--- src/hdl/b32_pkg.sv ---
// Shared types, constants and the symbol alphabet of the base32 byte encoder.
package b32_pkg;

	localparam int SYM_W      = 5;
	localparam int BYTE_W     = 8;
	localparam int MAX_SYMS   = 3;
	localparam int NSYM_W     = 2;
	localparam int NPAD_W     = 3;
	localparam int CNT_W      = 3;
	localparam int CMDQ_DEPTH = 4;
	localparam int CMDQ_AW    = $clog2(CMDQ_DEPTH);

	localparam logic [BYTE_W-1:0] PAD_CHAR = 8'h30;
	localparam logic [BYTE_W-1:0] CHAR_A   = 8'h41;
	localparam logic [BYTE_W-1:0] CHAR_ONE = 8'h31;

	localparam logic [SYM_W-1:0] SYM_O    = 5'd14;
	localparam logic [SYM_W-1:0] SYM_ONE  = 5'd25;

	// Group positions of a byte within its five-byte group
	localparam logic [2:0] POS_0 = 3'd0;
	localparam logic [2:0] POS_1 = 3'd1;
	localparam logic [2:0] POS_2 = 3'd2;
	localparam logic [2:0] POS_3 = 3'd3;
	localparam logic [2:0] POS_4 = 3'd4;

	// One classified byte: the symbols it completes and the pads that follow them
	typedef struct packed {
		logic [MAX_SYMS-1:0][SYM_W-1:0] sym;
		logic [NSYM_W-1:0]              nsym;
		logic [NPAD_W-1:0]              npad;
		logic                           last;
	} cmd_t;

	// A-Z without O, then 1-7
	function automatic logic [BYTE_W-1:0] sym_to_char(input logic [SYM_W-1:0] s);
		logic [BYTE_W-1:0] c;
		if (s < SYM_O)
			c = CHAR_A + {3'b000, s};
		else if (s < SYM_ONE)
			c = CHAR_A + {3'b000, s} + 8'd1;
		else
			c = CHAR_ONE + {3'b000, s - SYM_ONE};
		return c;
	endfunction

endpackage

--- src/hdl/b32_front.sv ---
// Front end: accepts bytes, tracks the group position and splits each byte into symbols.
module b32_front import b32_pkg::*; (
	input  logic              clk,
	input  logic              arst_n,
	input  logic              push,
	output logic              full,
	input  logic [BYTE_W-1:0] data_byte,
	input  logic              last_byte,
	output logic              cmd_push,
	output cmd_t              cmd,
	input  logic              cmd_full
);

	logic [2:0]        pos_q;
	logic [BYTE_W-1:0] prev_q;
	logic [2:0]        pos_nxt;
	logic [BYTE_W-1:0] b;
	logic [BYTE_W-1:0] p;

	assign full     = cmd_full;
	assign cmd_push = push && !cmd_full;
	assign b        = data_byte;
	assign p        = prev_q;

	always_comb begin
		cmd.sym  = '0;
		cmd.nsym = '0;
		cmd.npad = '0;
		cmd.last = last_byte;
		pos_nxt  = POS_1;
		case (pos_q)
			POS_1: begin
				cmd.sym[0] = {p[2:0], b[7:6]};
				cmd.sym[1] = b[5:1];
				cmd.sym[2] = {b[0], 4'b0000};
				cmd.nsym   = last_byte ? 2'd3 : 2'd2;
				cmd.npad   = last_byte ? 3'd3 : 3'd0;
				pos_nxt    = POS_2;
			end
			POS_2: begin
				cmd.sym[0] = {p[0], b[7:4]};
				cmd.sym[1] = {b[3:0], 1'b0};
				cmd.nsym   = last_byte ? 2'd2 : 2'd1;
				cmd.npad   = last_byte ? 3'd2 : 3'd0;
				pos_nxt    = POS_3;
			end
			POS_3: begin
				cmd.sym[0] = {p[3:0], b[7]};
				cmd.sym[1] = b[6:2];
				cmd.sym[2] = {b[1:0], 3'b000};
				cmd.nsym   = last_byte ? 2'd3 : 2'd2;
				cmd.npad   = last_byte ? 3'd1 : 3'd0;
				pos_nxt    = POS_4;
			end
			POS_4: begin
				cmd.sym[0] = {p[1:0], b[7:5]};
				cmd.sym[1] = b[4:0];
				cmd.nsym   = 2'd2;
				pos_nxt    = POS_0;
			end
			default: begin
				// start of a group; unreachable codes fall here too
				cmd.sym[0] = b[7:3];
				cmd.sym[1] = {b[2:0], 2'b00};
				cmd.nsym   = last_byte ? 2'd2 : 2'd1;
				cmd.npad   = last_byte ? 3'd4 : 3'd0;
				pos_nxt    = POS_1;
			end
		endcase
	end

	always_ff @(posedge clk or negedge arst_n) begin
		if (!arst_n) begin
			pos_q  <= POS_0;
			prev_q <= '0;
		end else if (cmd_push) begin
			pos_q  <= last_byte ? POS_0 : pos_nxt;
			prev_q <= last_byte ? '0 : b;
		end
	end

endmodule

--- src/hdl/b32_cmdq.sv ---
// Short command queue between the front end and the character sequencer.
module b32_cmdq import b32_pkg::*; (
	input  logic clk,
	input  logic arst_n,
	input  logic push,
	input  cmd_t din,
	output logic full,
	input  logic pop,
	output cmd_t dout,
	output logic empty
);

	cmd_t               ent_q [CMDQ_DEPTH];
	logic [CMDQ_AW-1:0] wr_q;
	logic [CMDQ_AW-1:0] rd_q;
	logic [CMDQ_AW:0]   cnt_q;
	logic               do_push;
	logic               do_pop;

	assign full    = (cnt_q == (CMDQ_AW+1)'(CMDQ_DEPTH));
	assign empty   = (cnt_q == '0);
	assign do_push = push && !full;
	assign do_pop  = pop && !empty;
	assign dout    = ent_q[rd_q];

	always_ff @(posedge clk) begin
		if (do_push)
			ent_q[wr_q] <= din;
	end

	always_ff @(posedge clk or negedge arst_n) begin
		if (!arst_n) begin
			wr_q  <= '0;
			rd_q  <= '0;
			cnt_q <= '0;
		end else begin
			if (do_push)
				wr_q <= wr_q + 1'b1;
			if (do_pop)
				rd_q <= rd_q + 1'b1;
			case ({do_push, do_pop})
				2'b10:   cnt_q <= cnt_q + 1'b1;
				2'b01:   cnt_q <= cnt_q - 1'b1;
				default: cnt_q <= cnt_q;
			endcase
		end
	end

endmodule

--- src/hdl/b32_back.sv ---
// Back end: commands to characters, one per cycle while the output register is free.
module b32_back import b32_pkg::*; (
	input  logic              clk,
	input  logic              arst_n,
	input  cmd_t              cmd,
	input  logic              cmd_empty,
	output logic              cmd_pop,
	output logic              empty,
	input  logic              pop,
	output logic [BYTE_W-1:0] out_char,
	output logic              last_char
);

	cmd_t              cur_q;
	logic              cur_vld_q;
	logic [CNT_W-1:0]  idx_q;
	logic [BYTE_W-1:0] out_char_q;
	logic              out_last_q;
	logic              out_vld_q;

	logic [CNT_W-1:0]  total;
	logic              at_end;
	logic              out_free;
	logic              emit;
	logic              cur_done;
	logic [SYM_W-1:0]  sym_sel;
	logic [BYTE_W-1:0] char_nxt;

	assign total    = CNT_W'(cur_q.nsym) + cur_q.npad;
	assign at_end   = (idx_q == total - 1'b1);
	assign out_free = !out_vld_q || pop;
	assign emit     = cur_vld_q && out_free;
	assign cur_done = emit && at_end;
	assign cmd_pop  = (!cur_vld_q || cur_done) && !cmd_empty;

	always_comb begin
		case (idx_q[1:0])
			2'd0:    sym_sel = cur_q.sym[0];
			2'd1:    sym_sel = cur_q.sym[1];
			2'd2:    sym_sel = cur_q.sym[2];
			default: sym_sel = '0;
		endcase
		char_nxt = (idx_q < CNT_W'(cur_q.nsym)) ? sym_to_char(sym_sel) : PAD_CHAR;
	end

	always_ff @(posedge clk or negedge arst_n) begin
		if (!arst_n) begin
			cur_vld_q <= 1'b0;
			idx_q     <= '0;
			out_vld_q <= 1'b0;
		end else begin
			// advance through the current command, refill from the queue
			if (cmd_pop) begin
				cur_vld_q <= 1'b1;
				idx_q     <= '0;
			end else if (cur_done) begin
				cur_vld_q <= 1'b0;
			end else if (emit) begin
				idx_q <= idx_q + 1'b1;
			end
			if (emit)
				out_vld_q <= 1'b1;
			else if (pop)
				out_vld_q <= 1'b0;
		end
	end

	always_ff @(posedge clk) begin
		if (cmd_pop)
			cur_q <= cmd;
		if (emit) begin
			out_char_q <= char_nxt;
			out_last_q <= cur_q.last && at_end;
		end
	end

	assign empty     = !out_vld_q;
	assign out_char  = out_char_q;
	assign last_char = out_last_q;

endmodule

--- src/hdl/base32_byte_encoder.sv ---
// Top level of the base32 byte encoder: front end, command queue and character back end.
//
//   channel   direction  handshake            word
//   input     in         push / full          data_byte, last_byte
//   result    out        pop / empty          out_char, last_char
//
// Cycles: a byte is taken every cycle while the command queue has room; the back
// end issues one character per cycle while the output register is free, so a steady
// stream carries 8 characters per 5 bytes, its pace set by the single character output register.
// With the back end idle, an accepted byte passes through the queue entry, the current
// command register and the output register before its first character appears.
// Reset: arst_n clears group position, previous byte, queue pointers and valids.
// Stalls: with pop held low the output register holds; the queue (4 commands) keeps
// taking bytes until it fills, then full rises.
module base32_byte_encoder import b32_pkg::*; (
	input  logic              clk,
	input  logic              arst_n,
	input  logic              push,
	output logic              full,
	input  logic [BYTE_W-1:0] data_byte,
	input  logic              last_byte,
	output logic              empty,
	input  logic              pop,
	output logic [BYTE_W-1:0] out_char,
	output logic              last_char
);

	cmd_t cmd_in;
	cmd_t cmd_out;
	logic cmd_push;
	logic cmd_full;
	logic cmd_pop;
	logic cmd_empty;

	// classify each byte into its symbols and pad count
	b32_front u_front (
		.clk       (clk),
		.arst_n    (arst_n),
		.push      (push),
		.full      (full),
		.data_byte (data_byte),
		.last_byte (last_byte),
		.cmd_push  (cmd_push),
		.cmd       (cmd_in),
		.cmd_full  (cmd_full)
	);

	// decouple byte intake from character issue
	b32_cmdq u_cmdq (
		.clk    (clk),
		.arst_n (arst_n),
		.push   (cmd_push),
		.din    (cmd_in),
		.full   (cmd_full),
		.pop    (cmd_pop),
		.dout   (cmd_out),
		.empty  (cmd_empty)
	);

	// drain commands one character at a time
	b32_back u_back (
		.clk       (clk),
		.arst_n    (arst_n),
		.cmd       (cmd_out),
		.cmd_empty (cmd_empty),
		.cmd_pop   (cmd_pop),
		.empty     (empty),
		.pop       (pop),
		.out_char  (out_char),
		.last_char (last_char)
	);

endmodule

--- config.mk ---
export PLATFORM = sky130hd
export DESIGN_NAME = base32_byte_encoder
export DESIGN_NICKNAME = d
export VERILOG_FILES = /design/src/hdl/b32_pkg.sv /design/src/hdl/b32_front.sv /design/src/hdl/b32_cmdq.sv /design/src/hdl/b32_back.sv /design/src/hdl/base32_byte_encoder.sv
export SDC_FILE = /design/constraint.sdc
export NUM_CORES = 1
export LEC_CHECK = 0
export ABC_AREA = 1
export ABC_CLOCK_PERIOD_IN_PS = 9160
export BUFFER_PORTS_ARGS = -buffer_cell sky130_fd_sc_hd__buf_2
export CAP_MARGIN = 40
export CORE_UTILIZATION = 60
export DETAILED_ROUTE_END_ITERATION = 16
export GPL_ROUTABILITY_DRIVEN = 0
export PLACE_DENSITY = 0.76
export SYNTH_ARGS = -nofsm -noshare
export SYNTH_HDL_FRONTEND = slang
export SYNTH_HIERARCHICAL = 1
export SYNTH_SLANG_ARGS = --single-unit
--- constraint.sdc ---
create_clock -name clk -period 9.16 [get_ports clk]
set_input_delay 0 -clock clk [delete_from_list [all_inputs] [get_ports clk]]
set_output_delay 0 -clock clk [all_outputs]
set_load 0.02 [all_outputs]
== Word level (Yosys, flattened, before mapping) ==
Memory sizes are Yosys's and may differ from the RTL's. A register that Yosys moved wholly into a read port is not among the register bits.
Index checks and enable logic that the tools add are counted.
Storage, ports and cells
  register bits after elaboration: 28
  RAM bits: 84
  bits of input ports: 13
  output and inout bits: 11
  word-level logic and storage cells: 81
  memories: 1
Memories
  u_cmdq.ent_q: depth 4, bits a word 21, read ports 1, clocked after memory_dff 1, write ports 1, RTL line b32_cmdq.sv:13  | cmd_t ent_q [CMDQ_DEPTH];
Operators by class
  $add $sub $neg: 11
  order comparisons: 3
  equal/unequal tests: 11
  muxes and demuxes: 25
  reduce and logical (&&, ||, !) cells: 20
Operators with widths (number)
  case mux 12 bit (4 select lines): 1
  case mux 3 bit (4 select lines): 2
  2-to-1 mux 8 bit: 2
  2-to-1 mux 3 bit: 5
  case mux 5 bit (3 select lines): 1
  case mux 5 bit (2 select lines): 1
  adder 7 x 5 -> 8 bit, first input constant: 1
  adder 8 x 1 -> 8 bit, second input constant: 1
  2-to-1 mux 1 bit: 8
  nonzero test 2 bit: 4
  adder 6 x 5 -> 7 bit, first input constant: 1
  logical AND 1 bit: 7
  adder 3 x 1 -> 3 bit, second input constant: 2
  == test 3 x 2 -> 1 bit, second input constant: 2
  == test 3 bit, second input constant: 2
  2-to-1 mux 2 bit: 3
  case mux 3 bit (2 select lines): 1
  subtractor 3 x 1 -> 3 bit, second input constant: 2
  less-than comparator 5 x 4 -> 1 bit, second input constant: 1
  less-than comparator 5 bit, second input constant: 1
  subtractor 5 bit, second input constant: 1
  adder 2 x 1 -> 2 bit, second input constant: 2
  == test 2 x 1 -> 1 bit, second input constant: 2
  == test 2 bit, second input constant: 2
  11 further kinds: 15

== Logic depth before layout (Yosys ltp) ==
Gate-level depths: netlist (run 1).
  word-level depth: 9
  mapped depth: 20

== By module ==
The synthesis (run 1) kept the hierarchy.
Modules (own cells, without submodules)
  b32_cmdq: instances 1, cells each 306, area each 3922.5 µm²
  b32_back: instances 1, cells each 201, area each 1929.4 µm²
  b32_front: instances 1, cells each 147, area each 894.6 µm²

== Worst setup path before layout (run 1) ==
Ideal clock, no wire load.
  kind: reg2reg
  from: register, netlist name u_back/cur_q[5]
  to: register u_cmdq.cnt_q[2]
  library setup time: 0.117 ns
  arrival: 2.985 ns
  data required time: 9.043 ns
  setup slack: 6.058 ns
  cell stages (with the launch flop): 20
  buffers on the path: 0
  period minus slack after synthesis: 3.102 ns
  path through: edfxtp_1 -> inv_1 -> ha_1 -> inv_1 -> ha_1 -> xor2_1 -> nor2_1 -> nand3_1 -> nand2_1 -> nand2_1 -> inv_1 -> nand2_1 -> inv_1 -> ha_1 -> inv_1 -> fa_1 -> nand2_1 -> nand3_1 -> nand2_1 -> nand2_1
Between the ends
  word-level cells in the longest chain between the ends: 9
  elaborated cells between the ends (all ways): 11
Ends and longest elaborated chain
  adder 2 x 3 -> 3 bit *: RTL line b32_back.sv:29  | assign total = CNT_W'(cur_q.nsym) + cur_q.npad;
  subtractor 3 x 1 -> 3 bit *: RTL line b32_back.sv:30  | assign at_end = (idx_q == total - 1'b1);
  == test 3 bit *: RTL line b32_back.sv:30
  logical AND 1 bit *: RTL line b32_back.sv:33  | assign cur_done = emit && at_end;
  logical OR 1 bit *: RTL line b32_back.sv:34  | assign cmd_pop = (!cur_vld_q || cur_done) && !cmd_empty;
  logical AND 1 bit *: RTL line b32_back.sv:34
  via cmd_pop: RTL line base32_byte_encoder.sv:32  | logic cmd_pop;
  logical AND 1 bit *: RTL line b32_cmdq.sv:23  | assign do_pop = pop && !empty;
  via u_cmdq.do_pop: RTL line b32_cmdq.sv:18  | logic do_pop;
  == test 2 x 1 -> 1 bit / == test 2 bit (equally long branches): RTL line b32_cmdq.sv:41  | case ({do_push, do_pop})
  case mux 3 bit (2 select lines) / nonzero test 2 bit (equally long branches)
  end signal: assignment: RTL line b32_cmdq.sv:42  | 2'b10: cnt_q <= cnt_q + 1'b1;
  end signal: assignment: RTL line b32_cmdq.sv:43  | 2'b01: cnt_q <= cnt_q - 1'b1;
  end signal: assignment: RTL line b32_cmdq.sv:44  | default: cnt_q <= cnt_q;
  end: declaration: RTL line b32_cmdq.sv:16  | logic [CMDQ_AW:0] cnt_q;
Mark *: on every way through the listed nets, which the timed path passes. The rest lies on a longest branch.
A chain may end at the register's enable or synchronous reset.

== Worst setup path after layout (run 1) ==
  from: register, netlist name u_back/cur_q[5]
  to: register u_cmdq.cnt_q[2]
Between the ends
  word-level cells in the longest chain between the ends: 9
  elaborated cells between the ends (all ways): 11
Ends and longest elaborated chain (RTL line)
  adder 2 x 3 -> 3 bit *: b32_back.sv:29
  subtractor 3 x 1 -> 3 bit *: b32_back.sv:30
  == test 3 bit *: b32_back.sv:30
  logical AND 1 bit *: b32_back.sv:33
  logical OR 1 bit *: b32_back.sv:34
  logical AND 1 bit *: b32_back.sv:34
  via cmd_pop: base32_byte_encoder.sv:32
  logical AND 1 bit *: b32_cmdq.sv:23
  via u_cmdq.do_pop: b32_cmdq.sv:18
  == test 2 x 1 -> 1 bit / == test 2 bit (equally long branches): b32_cmdq.sv:41
  case mux 3 bit (2 select lines) / nonzero test 2 bit (equally long branches)
Marked as above.

==> results.toml, run 1 <==
[floorplan]
initial_core_util_pct = 61.96
die_area_um2 = 11670
num_rows = 38
die_w_um = 108.0
ioPinCount = 24
core-area_um2 = 10890
die_h_um = 108.0

[clock_network]
post_cts_buffers = 0
clk_path_buf_depth = 2
cts_resized = 0
clock_sinks = 133
cts_buffers = 17
clock-root-buffer = "clkbuf_8"
clkTransAtPathRegs_ps = 60
cts_max_level = 4
clk_latency_ps = 530
cts_tree = "done"

[timing]
hold_viol_final = 0
fin_crit_ps = 3327
setup_ws_ps = 5833
fmax_mhz = 300.6
clock_skew_ps = 11.83
setup_viol = 0
grt_setup_unrepaired = "no"
tightestPinTransition_ps = 814.0
period_share_pct = 36.32
finalSetupTns_ps = 0
slew_violations = 0
relSlewSlack_pct = 45.73

[global_route]
grt_max_degree = 75
grt_pass1_wl_um = 22160
grtUsageTotal_pct = 25.42
antenna_found_initial = 0
grt_overflow = 0
grt_pass1_vias = 4593

[setup_path]
cp_common_cell = "nand2_1"
crit_family = "adder cells"
cp_max_fo = 13
endpoint = "u_cmdq/cnt_q[2]"
cp-startpoint = "u_back/cur_q[5]"
reg2reg_slack_ps = 5830
startpoint_type = "flop"
r2r-end = "u_cmdq/cnt_q[2]"
critical_path_class = "flop to flop"
slowest_stage = "fa_1"
path_buf_inv = 5
r2r_cells = 19
cp_slowest_stage_delay_ps = 400
cp.depth = 19
crit_arrival_ps = 3740
path_cells = "inv_1 > ha_1 > inv_1 > ha_1 > xnor2_1 > xnor2_1 > nand3_1 > nand2_1 > nand2_1 > inv_1 > nand2_1 > inv_1 > ha_1 > inv_1 > fa_1 > nand2_1 > nand3_1 > nand2_1 > nand2_1"
r2r-start = "u_back/cur_q[5]"
endpoint_kind = "flop"
cp_data_required_time_ps = 9570

[hold_path]
holdCritPathClass = "input port to flop"

[final_layout]
stdcell_count = 846
diodes = 0
syn_to_final_growth_pct = 13.46
post-route-util_pct = 70.31
drive_above_1_share_pct = 17.14
layout.nets = 728

[pwr]
power_frac_clock_pct = 22.8
leakage_nw = 3.411
comb_power_share_pct = 40.9
vdd_drop_max_mv = 0.1986
pwr-share-seq_pct = 36.4
p_int_mw = 1.679
power_density_nw_per_um2 = 370.1
power_switching_mw = 1.154
p_sw_share_pct = 40.74

[yosys]
syn_avg_cell_area_um2 = 10.32
synth_cell_types = 31
netlist_area_um2 = 6746
synth_mux_area_share_pct = 0
synth_xor_area_share_pct = 1.039
yosys.area_share.simple_pct = 19.31
synth_compound_area_share_pct = 9.143
yosys_register_bits = 133
yosysSeqAreaShare_pct = 57.79
yosysWarnings = 6
synth_top_family_by_area = "simple AND/OR/NAND/NOR gates"
synth_cells = 654
synth_fa_ha_area_share_pct = 4.006

[route]
drc_errors = 0
viasPerCell = 5.603
wl_per_cell_um = 16.40
drt_iter0_drc = 352
ant_nets = 0
vias = 4740
drt_wl_total_um = 13880
drt_first_pass_iters = 5

[placed_design]
dp_slack_ps = 5884
post-dp-hpwl_um = 8775
portBuffers = 23
placedCellCount = 797

[run_status]
status = "complete, no violations"

[run]
maxCapViolCount = 0
-- layout make-up --
| type | count | area (µm²) |
|---|---|---|
| clock buffers | 17 | 414.1 |
| inverters | 98 | 367.9 |
| repair buffers | 48 | 357.8 |
| fillers | 754 | 3233 |
| flip-flops and latches | 133 | 3899 |
| multi-input cells | 396 | 2285 |
| clock inverters | 14 | 156.4 |
| well taps | 140 | 175.2 |
-- registers in the layout, indices dropped and copies added, names as in the netlist, 3 cells and up --
signal	cells
u_cmdq/cnt_q	3
u_back/out_char	8
u_front/pos_q	3
u_cmdq/ent_q	84
u_back/cur_q	21
u_back/idx_q	3
u_front/p	4
-- worst min-delay path by stage --
stage / startpoint / to / slack [ps] / cells after the start
after detailed placement: arst_n / u_back/cur_vld_q / -10 / 1
after global routing: data_byte[5] / u_cmdq/ent_q[2][8] / 30 / 3
after floorplan: arst_n / u_back/cur_vld_q / -300 / 0
after global placement: arst_n / u_back/out_vld_q / -20 / 1
final: data_byte[5] / u_cmdq/ent_q[2][8] / 30 / 3
after CTS: data_byte[5] / u_cmdq/ent_q[2][8] / 2 / 3
-- placed cells by master (no fill, tap or decap), types with 4 or more instances in the layout --
cell type,synthesis,routed
nor2_1,31,27
conb_1,2,4
nand3_1,41,41
buf_2,14,23
buf_4,7,7
dfrtp_1,19,19
dlygate4sd3_1,0,16
clkbuf_16,0,16
nand4_1,30,30
edfxtp_1,114,114
clkinvlp_4,0,4
o211ai_1,15,15
inv_2,9,9
o211ai_2,28,28
nand2_1,172,172
nor2_2,2,6
inv_1,88,88
ha_1,20,20
xnor2_1,5,5
clkinv_4,0,5
o21ai_0,21,21
nand2_2,5,5
-- worst reg2reg max path: stages, from the launching register on --
cell and delay [ps]:
edfxtp_1 340, inv_1 60, ha_1 270, inv_1 40
ha_1 200, xnor2_1 140, xnor2_1 210, nand3_1 100
nand2_1 90, nand2_1 80, inv_1 390, nand2_1 180
inv_1 90, ha_1 170, inv_1 80, fa_1 400
nand2_1 140, nand3_1 110, nand2_1 80, nand2_1 50
-- through the flow --
| step | power, mW | cell area [µm²] | hold slack [ps] |
|---|---|---|---|
| floorplan | 1.890 | 6754 | -295.6 |
| global placement | 2.076 | 6887 | -18.27 |
| detailed placement | 2.143 | 6902 | -11.68 |
| CTS | 2.826 | 7632 | 1.611 |
| global route | 3.015 | 7655 | 32.18 |
| finish | 2.833 | 7655 | 31.95 |
-- repair_timing --
item                       4_1_cts  5_1_grt
setup endpoints to repair        0        0
hold buffers                    16        0
hold endpoints to repair        60        0
-- layer usage --
layer	routed length (µm)	part of all wire (%)	track usage (%)	up-vias
met5	0	0	0	-
met2	7148	52	43.18	168
met1	5586	40	30.74	2258
met4	319	2.3	12.82	0
li1	-	-	-	2284
met3	822	5.9	5.184	30
-- power groups by stage --
stage	sequential (mW)	clock [mW]	combinational (mW)
floorplan	1.03	0	0.863
global placement	1.03	0	1.05
detailed placement	1.04	0	1.10
CTS	1.03	0.654	1.14
global route	1.05	0.676	1.29
finish	1.03	0.645	1.16
-- cell families (layout without fill, tap and decap cells) --
| family | after synthesis | in the layout |
|---|---|---|
| xor+xnor | 8 | 8 |
| buf+inv | 127 | 177 |
| compound gates | 72 | 72 |
| other cells | 2 | 4 |
| fa+ha+maj | 21 | 21 |
| flops | 133 | 133 |
| simple gates | 291 | 291 |
-- cell usage after synthesis, drive strengths merged --
cell,n,share of area [%]
nor2,36,2.4
dfrtp,19,7.0
edfxtp,114,51
o211ai,43,6.9
o21ai,23,1.7
xnor2,5,0.65
conb,2,0.11
o21a,1,0.11
xor2,3,0.39
nand3,44,3.5
inv,97,5.4
buf,29,3.2
nand4,30,2.8
o22ai,2,0.19
nand2,180,11
nor2b,1,0.093
ha,20,3.7
a21oi,3,0.28
clkinv,1,0.056
fa,1,0.30
No activity file was read; power rests on OpenSTA's default activity.
==> run 2: changes to the inputs <==
Settings changed: ABC_CLOCK_PERIOD_IN_PS 9160 to 3050, CORE_UTILIZATION 60 to 56, PLACE_DENSITY 0.76 to 0.74.
Clock period 9.16 ns to 3.05 ns, I/O delays scaled along.
==> results.toml, run 2 (synthesized netlist as in run 1, its figures left out) <==
[timing]
hold_viol_final = 0
finalSetupTns_ps = 0
fmax_mhz = 351.8
fin_crit_ps = 2842
slew_violations = 0
clock_skew_ps = 7.171
tightestPinTransition_ps = 751.1
grt_setup_unrepaired = "no"
hold_slack_ps = 7.898
setup_viol = 0
setup_ws_ps = 207.8
period_share_pct = 93.19
relSlewSlack_pct = 49.93

[setup_path]
cp_slowest_stage_delay_ps = 380
cp_max_fo = 3
crit_arrival_ps = 3140
path_buf_inv = 5
startpoint_type = "flop"
cp_common_cell = "nand2_1"
cp_data_required_time_ps = 3350
path_cells = "inv_1 > ha_1 > inv_1 > ha_1 > xor2_1 > nor2_1 > nand3_1 > nand2_1 > nand2_2 > clkinvlp_4 > nand2_1 > inv_1 > ha_1 > inv_1 > fa_1 > nand2_1 > nand3_1 > nand2_1 > nand2_1"
endpoint_kind = "flop"
critical_path_class = "flop to flop"
crit_family = "adder cells"
slowest_stage = "fa_1"

[pwr]
leakage_nw = 3.393
vdd_drop_max_mv = 0.5813
power_density_nw_per_um2 = 1119
total_power_mw = 8.526

[placed_design]
dp_slack_ps = 199.4
post-dp-hpwl_um = 9052
portBuffers = 23
placed_area_um2 = 6939
placedCellCount = 805

[clock_network]
clock_sinks = 133
cts_tree = "done"
clock-root-buffer = "clkbuf_16"
clk_path_buf_depth = 2
clk_latency_ps = 410
cts_max_level = 4
clkTransAtPathRegs_ps = 50
post_cts_buffers = 0
cts_buffers = 17

[final_layout]
layout.nets = 723
nFillCells = 866
stdcell_area_um2 = 7620
diodes = 0
largest_reg_flops = 84
layout.cells.most_common = "nand2_1"
final_cell_mix = "171 x nand2_1, 114 x edfxtp_1, 87 x inv_1"
stdcell_count = 845
regMostFlops = "u_cmdq/ent_q"
drive_above_1_share_pct = 17.24
syn_to_final_growth_pct = 12.95
post-route-util_pct = 65.89

[run]
maxCapViolCount = 0

[run_status]
violations = "design-rule violations"
status = "finished with violations"

[floorplan]
core-area_um2 = 11560
die_w_um = 111.8
ioPinCount = 24
num_rows = 39
die_h_um = 111.8
initial_core_util_pct = 58.34
die_area_um2 = 12490

[route]
wl_per_cell_um = 15.91
viasPerCell = 5.596
ant_nets = 0
drc_errors = 2
drt_iter0_drc = 285
drt_first_pass_iters = 11
drt_wl_total_um = 13440
vias = 4729

[global_route]
grt_max_degree = 33
grtUsageTotal_pct = 22.74
grt_overflow = 0
antenna_found_initial = 0
grt_pass1_vias = 4635
grt_pass1_wl_um = 21700

[hold_path]
holdCritPathClass = "input port to flop"
run 2: cell types whose count changed in the layout (fill, tap and decap cells not counted), moves of 2 or more:
cell,before,now
clkinv_4,5,0
inv_6,2,0
buf_8,2,0
clkbuf_1,0,4
clkinv_2,1,3
clkinv_1,1,3
buf_4,7,12
bufinv_16,2,4
dlygate4sd3_1,16,8
run 2: worst reg2reg max path, delay by kind of cell (launching register included):
kind                       cells  cell delay [ps]
and+or+nand+nor                9              850
adders and majority gates      4             1100
xor gates and xnor gates       1              160
buffers and inverters          5              310
DFF                            1              310
run 2: repair_timing:
item / CTS / global route
setup endpoints to repair: 0 / 1
hold endpoints to repair: 28 / 0
resized for setup: 0 / 1
hold buffers: 8 / 0
run 2: power by group:
group          total, mW  internal (mW)  leakage (nW)  switching [mW]
registers           3.09           2.80          1.29           0.291
clock network       2.06           1.36         0.286           0.700
logic               3.38           1.05          1.82            2.33
run 2: cell type report:
class / instances / area, µm² / share of cell area (%)
inverters: 98 / 371.6 / 4.877
repair buffers: 43 / 285.3 / 3.744
clock inverters: 11 / 157.7 / 2.069
clock buffers: 21 / 440.4 / 5.780
multi-input cells: 396 / 2287 / 30.02
well taps: 143 / 178.9 / 2.348
flip-flops and latches: 133 / 3899 / 51.17
run 2: final timing paths:
path                            slack, ps       startpoint               to  cells after the start
worst max-delay path                  210  u_back/cur_q[5]  u_cmdq/cnt_q[2]                     19
worst min-delay path                    8             push     u_front/p[3]                      4
worst max register to register        210  u_back/cur_q[5]  u_cmdq/cnt_q[2]                     19
worst min register to register        490  u_cmdq/cnt_q[0]  u_cmdq/cnt_q[0]                      1
max in group asynchronous            2610           arst_n  u_cmdq/cnt_q[1]                      2
min in group asynchronous              90           arst_n     u_front/p[3]                      2
run 2: layer usage:
layer  wire length [µm]  global-route usage, %  vias to the layer above
met5                  0                      0                        -
met4                278                  10.72                        0
met3                783                  4.627                       35
met2               6829                  39.96                      189
met1               5553                  26.73                     2226
li1                   -                      -                     2279
